**config.mk**
```make
export PLATFORM = sky130hd
export DESIGN_NAME = delimited_length_frame_parser
export DESIGN_NICKNAME = d
export VERILOG_FILES = /design/src/hw/rtl/dlfp_pkg.sv /design/src/hw/rtl/dlfp_cfg.sv /design/src/hw/rtl/dlfp_core.sv /design/src/hw/rtl/delimited_length_frame_parser.sv
export VERILOG_INCLUDE_DIRS = /design/src /design/src/hw/rtl
export SDC_FILE = /design/constraint.sdc
export NUM_CORES = 1
export LEC_CHECK = 0
export BUFFER_PORTS_ARGS = -buffer_cell sky130_fd_sc_hd__buf_2
export CAP_MARGIN = 40
export CORE_UTILIZATION = 60
export DETAILED_ROUTE_END_ITERATION = 6
export PLACE_DENSITY = 0.79
export SLEW_MARGIN = 30
export SYNTH_ARGS = -nofsm -noshare
export SYNTH_HDL_FRONTEND = slang
export SYNTH_HIERARCHICAL = 1
export SYNTH_SLANG_ARGS = --single-unit
```
**constraint.sdc**
```tcl
create_clock -name clk -period 10.44 [get_ports clk]
set_input_delay 1.044 -clock clk [delete_from_list [all_inputs] [get_ports clk]]
set_output_delay 1.044 -clock clk [all_outputs]
set_load 0.03 [all_outputs]
```
**src/hw/rtl/delimited_length_frame_parser_assert.svh**
```systemverilog
// Assertion macros for the delimited length frame parser.
// Included by the top level; no other dependencies.
`ifndef DELIMITED_LENGTH_FRAME_PARSER_ASSERT_SVH
`define DELIMITED_LENGTH_FRAME_PARSER_ASSERT_SVH
`ifndef SYNTHESIS
// Same-cycle implication, checked at every rising edge out of reset.
`define DLFP_ASSERT_IMP(label, clk, rst_n, ante, cons, msg) \
    label: assert property (@(posedge clk) disable iff (!rst_n) (ante) |-> (cons)) \
        else $error(msg);
// Next-cycle implication.
`define DLFP_ASSERT_NXT(label, clk, rst_n, ante, cons, msg) \
    label: assert property (@(posedge clk) disable iff (!rst_n) (ante) |=> (cons)) \
        else $error(msg);
`else
`define DLFP_ASSERT_IMP(label, clk, rst_n, ante, cons, msg)
`define DLFP_ASSERT_NXT(label, clk, rst_n, ante, cons, msg)
`endif
`endif

```
**src/hw/rtl/dlfp_pkg.sv**
```systemverilog
// Shared types and constants of the delimited length frame parser.
// No dependencies; used by dlfp_cfg, dlfp_core and the top level.
package dlfp_pkg;

    // Default sizing limits
    localparam int MAX_HEADER_BYTES_DEF = 16;
    localparam int MAX_CHECK_BYTES_DEF  = 8;

    // Configuration register indexes
    localparam logic [2:0] REG_DELIMITER    = 3'd0;
    localparam logic [2:0] REG_HEADER_SIZE  = 3'd1;
    localparam logic [2:0] REG_LENGTH_OFS   = 3'd2;
    localparam logic [2:0] REG_LENGTH_WIDTH = 3'd3;
    localparam logic [2:0] REG_CHECK_SIZE   = 3'd4;
    localparam logic [2:0] REG_MAX_PAYLOAD  = 3'd5;

    // Length field width codes
    localparam logic [1:0] LW_ONE = 2'd0;
    localparam logic [1:0] LW_TWO = 2'd1;

    // Section tags
    localparam logic [1:0] SEC_DELIM   = 2'd0;
    localparam logic [1:0] SEC_HEADER  = 2'd1;
    localparam logic [1:0] SEC_PAYLOAD = 2'd2;
    localparam logic [1:0] SEC_CHECK   = 2'd3;

    // Register reset values
    localparam logic [7:0]  DELIMITER_RST    = 8'd0;
    localparam logic [4:0]  HEADER_SIZE_RST  = 5'd4;
    localparam logic [3:0]  LENGTH_OFS_RST   = 4'd0;
    localparam logic [1:0]  LENGTH_WIDTH_RST = 2'd0;
    localparam logic [3:0]  CHECK_SIZE_RST   = 4'd2;
    localparam logic [31:0] MAX_PAYLOAD_RST  = 32'd1024;

    typedef enum logic [1:0] {
        MODE_HUNT,
        MODE_HEADER,
        MODE_PAYLOAD,
        MODE_CHECK
    } mode_t;

    typedef struct packed {
        logic [7:0]  delimiter;
        logic [4:0]  header_size;
        logic [3:0]  length_offset;
        logic [1:0]  length_width;
        logic [3:0]  check_size;
        logic [31:0] max_payload;
    } cfg_t;

    typedef struct packed {
        logic [7:0]  out_byte;
        logic [1:0]  section;
        logic        frame_last;
        logic        frame_dropped;
        logic [31:0] payload_length;
    } result_t;

endpackage

```
**src/hw/rtl/dlfp_cfg.sv**
```systemverilog
// Configuration register file of the delimited length frame parser.
// Depends on dlfp_pkg for register indexes, reset values and cfg_t.
module dlfp_cfg (
    input  logic              clk,
    input  logic              rst_n,
    input  logic              cfg_valid,
    output logic              cfg_ready,
    input  logic [2:0]        cfg_index,
    input  logic [31:0]       cfg_data,
    output dlfp_pkg::cfg_t    cfg
);

    dlfp_pkg::cfg_t cfg_reg;

    // Writes are always taken
    assign cfg_ready = 1'b1;
    assign cfg       = cfg_reg;

    // Register writes; unknown indexes are ignored
    always_ff @(posedge clk or negedge rst_n)
    begin
        if (!rst_n)
        begin
            cfg_reg.delimiter     <= dlfp_pkg::DELIMITER_RST;
            cfg_reg.header_size   <= dlfp_pkg::HEADER_SIZE_RST;
            cfg_reg.length_offset <= dlfp_pkg::LENGTH_OFS_RST;
            cfg_reg.length_width  <= dlfp_pkg::LENGTH_WIDTH_RST;
            cfg_reg.check_size    <= dlfp_pkg::CHECK_SIZE_RST;
            cfg_reg.max_payload   <= dlfp_pkg::MAX_PAYLOAD_RST;
        end
        else if (cfg_valid)
        begin
            case (cfg_index)
                dlfp_pkg::REG_DELIMITER:    cfg_reg.delimiter     <= cfg_data[7:0];
                dlfp_pkg::REG_HEADER_SIZE:  cfg_reg.header_size   <= cfg_data[4:0];
                dlfp_pkg::REG_LENGTH_OFS:   cfg_reg.length_offset <= cfg_data[3:0];
                dlfp_pkg::REG_LENGTH_WIDTH: cfg_reg.length_width  <= cfg_data[1:0];
                dlfp_pkg::REG_CHECK_SIZE:   cfg_reg.check_size    <= cfg_data[3:0];
                dlfp_pkg::REG_MAX_PAYLOAD:  cfg_reg.max_payload   <= cfg_data;
                default:
                begin
                end
            endcase
        end
    end

endmodule

```
**src/hw/rtl/dlfp_core.sv**
```systemverilog
// Parser core: input register, frame state update, result register.
// Depends on dlfp_pkg for mode_t, cfg_t, result_t and section tags.
module dlfp_core #(
    parameter int MAX_HEADER_BYTES = dlfp_pkg::MAX_HEADER_BYTES_DEF,
    parameter int MAX_CHECK_BYTES  = dlfp_pkg::MAX_CHECK_BYTES_DEF
) (
    input  logic              clk,
    input  logic              rst_n,
    input  dlfp_pkg::cfg_t    cfg,
    input  logic              in_valid,
    output logic              in_ready,
    input  logic [7:0]        in_byte,
    output logic              out_valid,
    input  logic              out_ready,
    output dlfp_pkg::result_t out_res
);

    // Input register
    logic       in_valid_reg;
    logic [7:0] in_byte_reg;

    // Frame state
    dlfp_pkg::mode_t mode_reg, mode_next;
    logic [31:0]     pos_reg, pos_next;
    logic [31:0]     len_reg, len_next;

    // Result register
    logic              out_valid_reg;
    dlfp_pkg::result_t res_reg;

    // Combinational result
    logic              res_valid;
    dlfp_pkg::result_t res;

    logic        out_free;
    logic        consume;
    logic [31:0] hdr_eff;
    logic [31:0] chk_eff;
    logic [2:0]  width_eff;
    logic [31:0] pos_inc;
    logic [31:0] off_ext;
    logic [31:0] diff;
    logic        capture;
    logic [31:0] shifted;
    logic [31:0] len_hdr;
    logic        hdr_done;
    logic        excess_cur;
    logic        excess_hdr;
    logic [33:0] chk_sum;
    logic        is_delim;

    // Handshake: the item in the input register moves on when the result slot is free
    assign out_free  = !out_valid_reg || out_ready;
    assign consume   = in_valid_reg && out_free;
    assign in_ready  = !in_valid_reg || out_free;
    assign out_valid = out_valid_reg;
    assign out_res   = res_reg;

    // Effective sizes with saturation
    always_comb
    begin
        hdr_eff = {27'd0, cfg.header_size};
        if (hdr_eff == 32'd0)
        begin
            hdr_eff = 32'd1;
        end
        if (hdr_eff > 32'(MAX_HEADER_BYTES))
        begin
            hdr_eff = 32'(MAX_HEADER_BYTES);
        end
        chk_eff = {28'd0, cfg.check_size};
        if (chk_eff > 32'(MAX_CHECK_BYTES))
        begin
            chk_eff = 32'(MAX_CHECK_BYTES);
        end
        case (cfg.length_width)
            dlfp_pkg::LW_ONE: width_eff = 3'd1;
            dlfp_pkg::LW_TWO: width_eff = 3'd2;
            default:          width_eff = 3'd4;
        endcase
    end

    // Length field capture and section-end tests
    assign pos_inc    = pos_reg + 32'd1;
    assign off_ext    = {28'd0, cfg.length_offset};
    assign diff       = pos_reg - off_ext;
    assign capture    = (pos_reg >= off_ext) && (diff < {29'd0, width_eff})
                        && (pos_reg < hdr_eff);
    assign shifted    = {24'd0, in_byte_reg} << {diff[1:0], 3'b000};
    assign len_hdr    = len_reg | (capture ? shifted : 32'd0);
    assign hdr_done   = pos_inc >= hdr_eff;
    assign excess_cur = len_reg > cfg.max_payload;
    assign excess_hdr = len_hdr > cfg.max_payload;
    assign chk_sum    = {2'b00, len_reg} + {2'b00, pos_inc};
    assign is_delim   = in_byte_reg == cfg.delimiter;

    // Next frame state
    always_comb
    begin
        mode_next = mode_reg;
        pos_next  = pos_reg;
        len_next  = len_reg;
        if (consume)
        begin
            case (mode_reg)
                dlfp_pkg::MODE_HEADER:
                begin
                    len_next = len_hdr;
                    pos_next = pos_inc;
                    if (hdr_done)
                    begin
                        pos_next = 32'd0;
                        if (chk_eff == 32'd0 && (excess_hdr || len_hdr == 32'd0))
                        begin
                            mode_next = dlfp_pkg::MODE_HUNT;
                        end
                        else if (len_hdr == 32'd0)
                        begin
                            mode_next = dlfp_pkg::MODE_CHECK;
                        end
                        else
                        begin
                            mode_next = dlfp_pkg::MODE_PAYLOAD;
                        end
                    end
                end
                dlfp_pkg::MODE_PAYLOAD:
                begin
                    pos_next = pos_inc;
                    if (excess_cur && pos_inc == chk_eff)
                    begin
                        mode_next = dlfp_pkg::MODE_HUNT;
                        pos_next  = 32'd0;
                    end
                    else if (pos_inc >= len_reg)
                    begin
                        pos_next  = 32'd0;
                        mode_next = (chk_eff == 32'd0) ? dlfp_pkg::MODE_HUNT
                                                       : dlfp_pkg::MODE_CHECK;
                    end
                end
                dlfp_pkg::MODE_CHECK:
                begin
                    pos_next = pos_inc;
                    if ((excess_cur && chk_sum == {2'b00, chk_eff}) || pos_inc >= chk_eff)
                    begin
                        mode_next = dlfp_pkg::MODE_HUNT;
                        pos_next  = 32'd0;
                    end
                end
                default:
                begin
                    if (is_delim)
                    begin
                        mode_next = dlfp_pkg::MODE_HEADER;
                        pos_next  = 32'd0;
                        len_next  = 32'd0;
                    end
                end
            endcase
        end
    end

    // Result for the item being consumed
    always_comb
    begin
        res_valid          = 1'b1;
        res.out_byte       = in_byte_reg;
        res.section        = dlfp_pkg::SEC_DELIM;
        res.frame_last     = 1'b0;
        res.frame_dropped  = 1'b0;
        res.payload_length = 32'd0;
        case (mode_reg)
            dlfp_pkg::MODE_HEADER:
            begin
                res.section = dlfp_pkg::SEC_HEADER;
                if (hdr_done)
                begin
                    res.payload_length = len_hdr;
                    res.frame_dropped  = (chk_eff == 32'd0) && excess_hdr;
                    res.frame_last     = (chk_eff == 32'd0) && !excess_hdr
                                         && (len_hdr == 32'd0);
                end
            end
            dlfp_pkg::MODE_PAYLOAD:
            begin
                res.section        = dlfp_pkg::SEC_PAYLOAD;
                res.payload_length = len_reg;
                if (excess_cur && pos_inc == chk_eff)
                begin
                    res.frame_dropped = 1'b1;
                end
                else if (pos_inc >= len_reg && chk_eff == 32'd0)
                begin
                    res.frame_last = 1'b1;
                end
            end
            dlfp_pkg::MODE_CHECK:
            begin
                res.section        = dlfp_pkg::SEC_CHECK;
                res.payload_length = len_reg;
                if (excess_cur && chk_sum == {2'b00, chk_eff})
                begin
                    res.frame_dropped = 1'b1;
                end
                else if (pos_inc >= chk_eff)
                begin
                    res.frame_last = 1'b1;
                end
            end
            default:
            begin
                res_valid = is_delim;
            end
        endcase
    end

    // Control registers
    always_ff @(posedge clk or negedge rst_n)
    begin
        if (!rst_n)
        begin
            in_valid_reg  <= 1'b0;
            out_valid_reg <= 1'b0;
            mode_reg      <= dlfp_pkg::MODE_HUNT;
            pos_reg       <= 32'd0;
            len_reg       <= 32'd0;
        end
        else
        begin
            if (in_ready)
            begin
                in_valid_reg <= in_valid;
            end
            if (out_free)
            begin
                out_valid_reg <= consume && res_valid;
            end
            mode_reg <= mode_next;
            pos_reg  <= pos_next;
            len_reg  <= len_next;
        end
    end

    // Payload registers
    always_ff @(posedge clk)
    begin
        if (in_ready && in_valid)
        begin
            in_byte_reg <= in_byte;
        end
        if (consume && res_valid)
        begin
            res_reg <= res;
        end
    end

endmodule

```
**src/hw/rtl/delimited_length_frame_parser.sv**
```systemverilog
// Top level of the delimited length frame parser: stream ports and config port.
// Depends on dlfp_pkg, dlfp_cfg, dlfp_core and the assertion macro header.
//
//   channel   direction  handshake            payload
//   s_*       in         s_tvalid / s_tready  tdata: rx_byte
//   m_*       out        m_tvalid / m_tready  tdata, tuser, tlast (see ports)
//   cfg_*     in         cfg_valid / cfg_ready index + 32-bit data
//
// One byte per cycle sustained while m_tready is high; a byte taken on s_* passes
// through the input register, then the result register, before it reaches m_*.
// Bytes discarded while hunting produce no output item.
// Reset clears the frame state to hunting and the registers to their defaults.
// A stall on m_tready holds the result, then fills the input register and drops s_tready.
module delimited_length_frame_parser #(
    parameter int MAX_HEADER_BYTES = dlfp_pkg::MAX_HEADER_BYTES_DEF,
    parameter int MAX_CHECK_BYTES  = dlfp_pkg::MAX_CHECK_BYTES_DEF
) (
    input  logic        clk,
    input  logic        rst_n,
    input  logic        s_tvalid,
    output logic        s_tready,
    input  logic [7:0]  s_tdata,    // [7:0] rx_byte
    output logic        m_tvalid,
    input  logic        m_tready,
    output logic [39:0] m_tdata,    // [7:0] out_byte, [39:8] payload_length
    output logic [2:0]  m_tuser,    // [1:0] section, [2] frame_dropped
    output logic        m_tlast,    // frame_last
    input  logic        cfg_valid,
    output logic        cfg_ready,
    input  logic [2:0]  cfg_index,
    input  logic [31:0] cfg_data
);

`include "delimited_length_frame_parser_assert.svh"

    dlfp_pkg::cfg_t    cfg;
    dlfp_pkg::result_t res;

    dlfp_cfg u_cfg (
        .clk       (clk),
        .rst_n     (rst_n),
        .cfg_valid (cfg_valid),
        .cfg_ready (cfg_ready),
        .cfg_index (cfg_index),
        .cfg_data  (cfg_data),
        .cfg       (cfg)
    );

    dlfp_core #(
        .MAX_HEADER_BYTES (MAX_HEADER_BYTES),
        .MAX_CHECK_BYTES  (MAX_CHECK_BYTES)
    ) u_core (
        .clk       (clk),
        .rst_n     (rst_n),
        .cfg       (cfg),
        .in_valid  (s_tvalid),
        .in_ready  (s_tready),
        .in_byte   (s_tdata),
        .out_valid (m_tvalid),
        .out_ready (m_tready),
        .out_res   (res)
    );

    // Output packing
    assign m_tdata = {res.payload_length, res.out_byte};
    assign m_tuser = {res.frame_dropped, res.section};
    assign m_tlast = res.frame_last;

    // A frame is either completed or dropped, never both on one item
    `DLFP_ASSERT_IMP(a_last_xor_drop, clk, rst_n, m_tvalid, !(m_tlast && m_tuser[2]), "last and dropped together")
    // The delimiter never ends or drops a frame
    `DLFP_ASSERT_IMP(a_delim_flags, clk, rst_n, m_tvalid && m_tuser[1:0] == dlfp_pkg::SEC_DELIM, !m_tlast && !m_tuser[2], "flag on delimiter")
    // The delimiter carries no decoded length
    `DLFP_ASSERT_IMP(a_delim_len, clk, rst_n, m_tvalid && m_tuser[1:0] == dlfp_pkg::SEC_DELIM, m_tdata[39:8] == 32'd0, "length on delimiter")

endmodule

```
Word-level counts from Yosys, hierarchy flattened --
Cells that the tools add are included.
Storage, ports and cells: output and inout bits 47, input port bits 48, flip-flop bits (word level) 175, logic and storage cells 115
Operators by class: add/sub/neg operators 3, shift operators 1, mux-type cells 30, equal/unequal tests 15, magnitude comparators 10, bitwise operators 2, reductions and logical operators 37
Operator list (number):
- 32-bit two-way mux | 7
- 36-bit case mux with 3 select lines | 1
- 32-bit case mux with 3 select lines | 1
- 32-bit greater-or-equal comparator | 2
- 32-bit by 4-bit greater-or-equal comparator with 1-bit output | 2
- 32-bit greater-than comparator | 2
- 32-bit logical NOT | 2
- 32-bit case mux with 2 select lines | 1
- 34-bit by 4-bit == test with 1-bit output | 1
- 34-bit two-way mux | 1
- 32-bit by 32-bit adder with 33-bit output | 1
- 32-bit by 1-bit adder with 32-bit output, second input constant | 1
- 32-bit by 4-bit == test with 1-bit output | 1
- 32-bit by 3-bit < comparator with 1-bit output | 1
- 32-bit < comparator | 1
- 32-bit OR | 1
- 8-bit by 5-bit left shift with 32-bit output | 1
- 32-bit by 4-bit subtractor with 32-bit output | 1
- 2-bit two-way mux | 7
- 2-bit AND reduction | 7
- 1-bit logical AND | 12
- 8-bit == test | 1
- 1-bit two-way mux | 8
- 3-bit by 2-bit == test with 1-bit output, second input constant | 2
- 24 further kinds | 33

Logic depth before layout (Yosys ltp) --
depth after elaboration 14, gate-level depth with buffers 25, gate-level depth less buffers 25

By module --
Netlist, hierarchy kept.
Modules (own cells, without submodules):
- dlfp_core | instances 1, cells each 1434, sequential area each 3263.1 um^2, area an instance 11892.7 um^2
- dlfp_cfg | instances 1, cells each 122, sequential area each 1380.1 um^2, area an instance 2109.5 um^2

Worst setup path before layout --
No wires, ideal clock.
kind reg2reg, from register u_core.pos_reg[0], to register u_core.mode_reg[0], required time 10315 ps, period minus slack after synthesis 5390 ps, stages on the path, launching flop included 20, slack 5050 ps, data arrival time 5265 ps, buffers on the path 1, setup time 125 ps, cell sequence dfrtp_1 -> ha_1 -> nand3_1 -> nor3_1 -> nand4_1 -> xnor2_1 -> ha_1 -> clkbuf_1 -> inv_1 -> a21oi_1 -> a311oi_1 -> mux2_2 -> or4_1 -> nor4_1 -> nand4_1 -> nor4_1 -> nand4_1 -> a21o_1 -> nor2_1 -> mux2_2
Between the ends: longest elaborated chain between the ends 12, elaborated cells on any way between the ends 32, classes of those cells 3 x add/sub; 7 x order compare; 5 x eq/ne; 1 x shift; 6 x mux; 1 x bitwise; 9 x reduce/logical
Ends and longest elaborated chain:
- from (decl) | RTL line dlfp_core.sv:24 | logic [31:0] pos_reg, pos_next;
- from (signal assigned) | RTL line dlfp_core.sv:240 | pos_reg <= pos_next;
- 32-bit by 4-bit subtractor with 32-bit output | RTL line dlfp_core.sv:86 | assign diff = pos_reg - off_ext;
- 32-bit by 3-bit < comparator with 1-bit output | RTL line dlfp_core.sv:87 | assign capture = (pos_reg >= off_ext) && (diff < {29'd0, width_eff})
- 1-bit logical AND | RTL line dlfp_core.sv:87
- 1-bit logical AND | RTL line dlfp_core.sv:88 | && (pos_reg < hdr_eff);
- 32-bit two-way mux | RTL line dlfp_core.sv:90 | assign len_hdr = len_reg | (capture ? shifted : 32'd0);
- 32-bit OR | RTL line dlfp_core.sv:90
- 32-bit greater-than comparator / 32-bit logical NOT (equally long branches) | RTL line dlfp_core.sv:93, dlfp_core.sv:113, dlfp_core.sv:117
- 1-bit logical OR | RTL line dlfp_core.sv:113 | if (chk_eff == 32'd0 && (excess_hdr || len_hdr == 32'd0))
- 1-bit logical AND | RTL line dlfp_core.sv:113
- 2-bit two-way mux | RTL line dlfp_core.sv:113
- 2-bit two-way mux | RTL line dlfp_core.sv:110 | if (hdr_done)
- 2-bit case mux with 3 select lines | RTL line dlfp_core.sv:105 | case (mode_reg)
- to (signal assigned) | RTL line dlfp_core.sv:225 | mode_reg <= dlfp_pkg::MODE_HUNT;
- to (signal assigned) | RTL line dlfp_core.sv:239 | mode_reg <= mode_next;
- to (decl) | RTL line dlfp_core.sv:23 | dlfp_pkg::mode_t mode_reg, mode_next;
Parallel ways exist; a longest one is shown, timed or not. The select of a mux whose other input is x is not followed. A chain may end at the register's enable or synchronous reset.

Final worst setup path --
from register u_core.pos_reg[0], to register u_core.pos_reg[6]
Between the ends: longest elaborated chain between the ends 7, elaborated cells on any way between the ends 15, classes of those cells 2 x add/sub; 3 x order compare; 2 x eq/ne; 5 x mux; 3 x reduce/logical
Ends and longest elaborated chain:
- 32-bit by 1-bit adder with 32-bit output (*) | RTL line dlfp_core.sv:84 | assign pos_inc = pos_reg + 32'd1;
- 32-bit by 32-bit adder with 33-bit output | RTL line dlfp_core.sv:94 | assign chk_sum = {2'b00, len_reg} + {2'b00, pos_inc};
- 34-bit by 4-bit == test with 1-bit output | RTL line dlfp_core.sv:145 | if ((excess_cur && chk_sum == {2'b00, chk_eff}) || pos_inc >= chk_eff)
- 1-bit logical AND | RTL line dlfp_core.sv:145
- 1-bit logical OR | RTL line dlfp_core.sv:145
- 32-bit two-way mux | RTL line dlfp_core.sv:145
- 32-bit case mux with 3 select lines (*) | RTL line dlfp_core.sv:105
Every way passes the cells marked *; elsewhere a longest branch is shown, timed or not.

==> results.md <==
- Status: finished with violations
- Failing checks: DRC
- Top-level I/O count: 95
- Die area: 0.02395 mm2
- Cts bufs inserted: 17
- CP max stage delay: 0.77 ns
- Layout Skew: about 0.029 ns
- Avg Cell Area, Syn: 8.999 um2
- Synth Register Bits: between 150 and 200
- Most common cell on crit path: nand4_1
- Arr. time, crit path: about 7.5 ns
- CTS clk-pin slew, worst paths: about 0.08 ns
- Max Cap Violations: 0
- Critical Path RT: 10.78 ns
- Starting DRC count in detailed routing: 1,432
- Die height: about 150 um
- Switching Share: about half
- Pwr dens: ~240 mW/mm2
- Grt ovf: 0
- Worst VDD drop: roughly 0.00014 V
- Comb pwr share: 51.6%
- Vias in the first global route: about 13,000
- Post-cts sizing count: 0
- DR vias: between 10,000 and 15,000
- Setup Buffers After CTS: 0
- # H-tree levels: 4
- Type of the most critical hold path: reg -> reg
- Critical Path Slowest Stage Cell: nor3_1
- Post-layout minimum cycle time: 7.115 ns
- Lkg Pwr: approximately 7.1 nW
- CTS root buf: clkbuf_16
- Worst Tran Pin Value: roughly 0.85 ns
- Seq pwr share: 30.1%
- Initial Util: slightly above 60%
- GRT met3 Usage: a little over 8%
- Post-route ant nets: 0
- Core box area: between 0.02 and 0.025 mm2
- # port buffers: between 90 and 100
- First-pass DRT Iterations: 7
- Final Max Tran Viols: 0
- Largest net degree at the start of global routing: 50
- Row count: 55
- Unrepaired setup endpoints after global routing: no
- Yosys cell types: 87
- Clock Latency Late Sink: about 0.46 ns
- Final hold vios: 0
- Routability cong.: around 1.1
- Crit Path Max Fanout: 14
- Largest register FFs: 55
- Final setup viols: 0
- WL final: 45,430 um
- Fraction of final layout cells sized beyond drive strength 1: 14.67%
- Nets: about 1,800
- Cts hold-fix bufs: 0
- CP Capture Type: flip-flop
- Maximum root-to-sink buffer count: 2
- Commonest non-fill, non-tap cell in the layout: ha_1
- Startpoint class of the critical path: flip-flop
- CTS Sinks: 175
- Busiest grt layer: met2
- Antenna cells: 0
- Routing usage on met1: 49.94%
- Setup CP Type: reg -> reg
- Final TNS setup: 0 ns
- Met2 usage: 62.34%
- Residual DRC: 2
- Top FF cell, synth: dfrtp_1
- Net Count, Synth: 1,759
- Via/cell ratio: around 6.7
- Max Freq: between 0.1 and 0.15 GHz
- Internal Power: about 0.0019 W
- Die Wd: 154.8 um
- CTS tree: built
- Fin area: ~0.015 mm2
- Post-synth EDFFs: 52
- Synthesized cell area: ~0.014 mm2
- Max_slew headroom: between 40% and 50%
- Sw power: around 0.0018 W
- Yosys warnings: 6
- Dpl hpwl: about 35,000 um
- Total track usage: between 30% and 40%
- Register area share after synthesis: around a third
- Per-cell routed wire length: 23.48 um
- Period utilization: 68.15%
- Mapped Cells: ~1,600
- # fillers: around 1,900
- Clock share of power: between 10% and 20%
- Layout overhead on the synthesized area: 9.356%
- First-pass GRT wire length: between 70,000 and 80,000 um
- Initial antenna violation count: 1
- Area post-placement: 0.01467 mm2
- Crit path cell chain: ha_1 -> nand3_1 -> nor3_1 -> nand4_1 -> xnor2_1 -> ha_1 -> inv_1 -> a21oi_1 -> a311oi_1 -> mux2_2 -> or4_1 -> nor4_1 -> nand4_1 -> nor4_1 -> nand4_1 -> a21oi_4 -> nor2_1 -> a31o_2
- Most frequent cells in the layout: ha_1, inv_1, dfrtp_1
- Fraction of registers with async set/reset: between 70% and 80%
==> synth_stat cells (21+ instances only) <==
cell      number  area, um2
dfrtp_1      120       3003
and2_1        21      131.4
inv_1        131      491.7
xnor2_1       38      332.8
ha_1         153       1914
a21oi_1       87      435.4
nor2b_1       29      181.4
a22oi_1       31      232.7
nand3_1       36      180.2
edfxtp_1      52       1562
nand2_1      114      427.9
nor3_1        33      165.2
o21ai_0       62      310.3
a21o_1        21      157.7
nor2_1       116      435.4
mux2_2        61      686.9
clkbuf_1      57      214.0
nor4_1        40      250.2
nand4_1       38      237.7
==> power groups by stage <==
stage	sequential [W]	clock, W	combinational, W
6_report	0.00110	0.000670	0.00189
5_1_grt	0.00111	0.000700	0.00204
4_1_cts	0.00109	0.000673	0.00184
3_5_place_dp	0.00110	0	0.00182
3_3_place_gp	0.00109	0	0.00177
2_1_floorplan	0.00111	0	0.00122
==> path summary, 6_finish.rpt <==
| check | start | slack, ns | end | cells after the start |
|---|---|---|---|---|
| max | u_core/pos_reg[0] | 3.32 | u_core/pos_reg[6] | 18 |
| min | u_cfg/cfg[20] | 0.51 | u_cfg/cfg[20] | 1 |
| max reg2reg | u_core/pos_reg[0] | 3.32 | u_core/pos_reg[6] | 18 |
| min reg2reg | u_cfg/cfg[20] | 0.51 | u_cfg/cfg[20] | 1 |
| max in group asynchronous | rst_n | 8.28 | u_core/pos_reg[20] | 3 |
| min in group asynchronous | rst_n | 0.52 | u_cfg/cfg[31] | 1 |
==> kinds of logic after synthesis <==
logic type      count (synthesis)  share of synthesized area [%]
simple gates                  509                          19.28
compound gates                384                          18.77
flops                         175                          33.16
fa+ha+maj                     155                          13.96
other cells                     1                        0.02678
xor+xnor                       51                          3.190
buf+inv                       209                          5.924
mux                            72                          5.692
==> critical path, delay by kind of cell (launching register included) <==
| kind | cells | cell delay (ns) |
|---|---|---|
| adders and majority gates | 2 | 0.72 |
| and+or+nand+nor | 9 | 3.21 |
| xor gates and xnor gates | 1 | 0.47 |
| buffers and inverters | 1 | 0.21 |
| muxes | 1 | 0.38 |
| AOI/OAI and AO/OA | 4 | 1.51 |
| DFF | 1 | 0.49 |
==> through the flow <==
stage                     hold slack (ns)  setup WS (ns)  total power (W)  util [%]  std cells
final                              0.5105          3.325         0.003657     67.22       1935
after global routing               0.5246          2.962         0.003854     67.22       1935
after CTS                          0.5131          3.624         0.003599     67.17       1933
after detailed placement           0.4949          3.647         0.002919     64.42       1901
after global placement             0.4900          3.796         0.002870     64.31       1898
after floorplan                    0.4244          5.050         0.002334         -       1556
==> area by class of cell <==
class	instances	area [um2]	area share, %
Timing Repair Buffer	112	610.6	3.988
Tap cell	313	391.6	2.558
Clock inverter	15	201.4	1.316
Clock buffer	17	425.4	2.778
Sequential cell	175	4643	30.32
Inverter	131	491.7	3.211
Multi-Input combinational cell	1172	8548	55.83
==> per-layer routing <==
metal / routed length, um / share of wire [%]
met4: 2177 / 4.8
met5: 10 / 0.022
met1: 17930 / 39
met3: 4414 / 9.7
met2: 20900 / 46
Note: power is estimated with default switching activity, not from simulation.
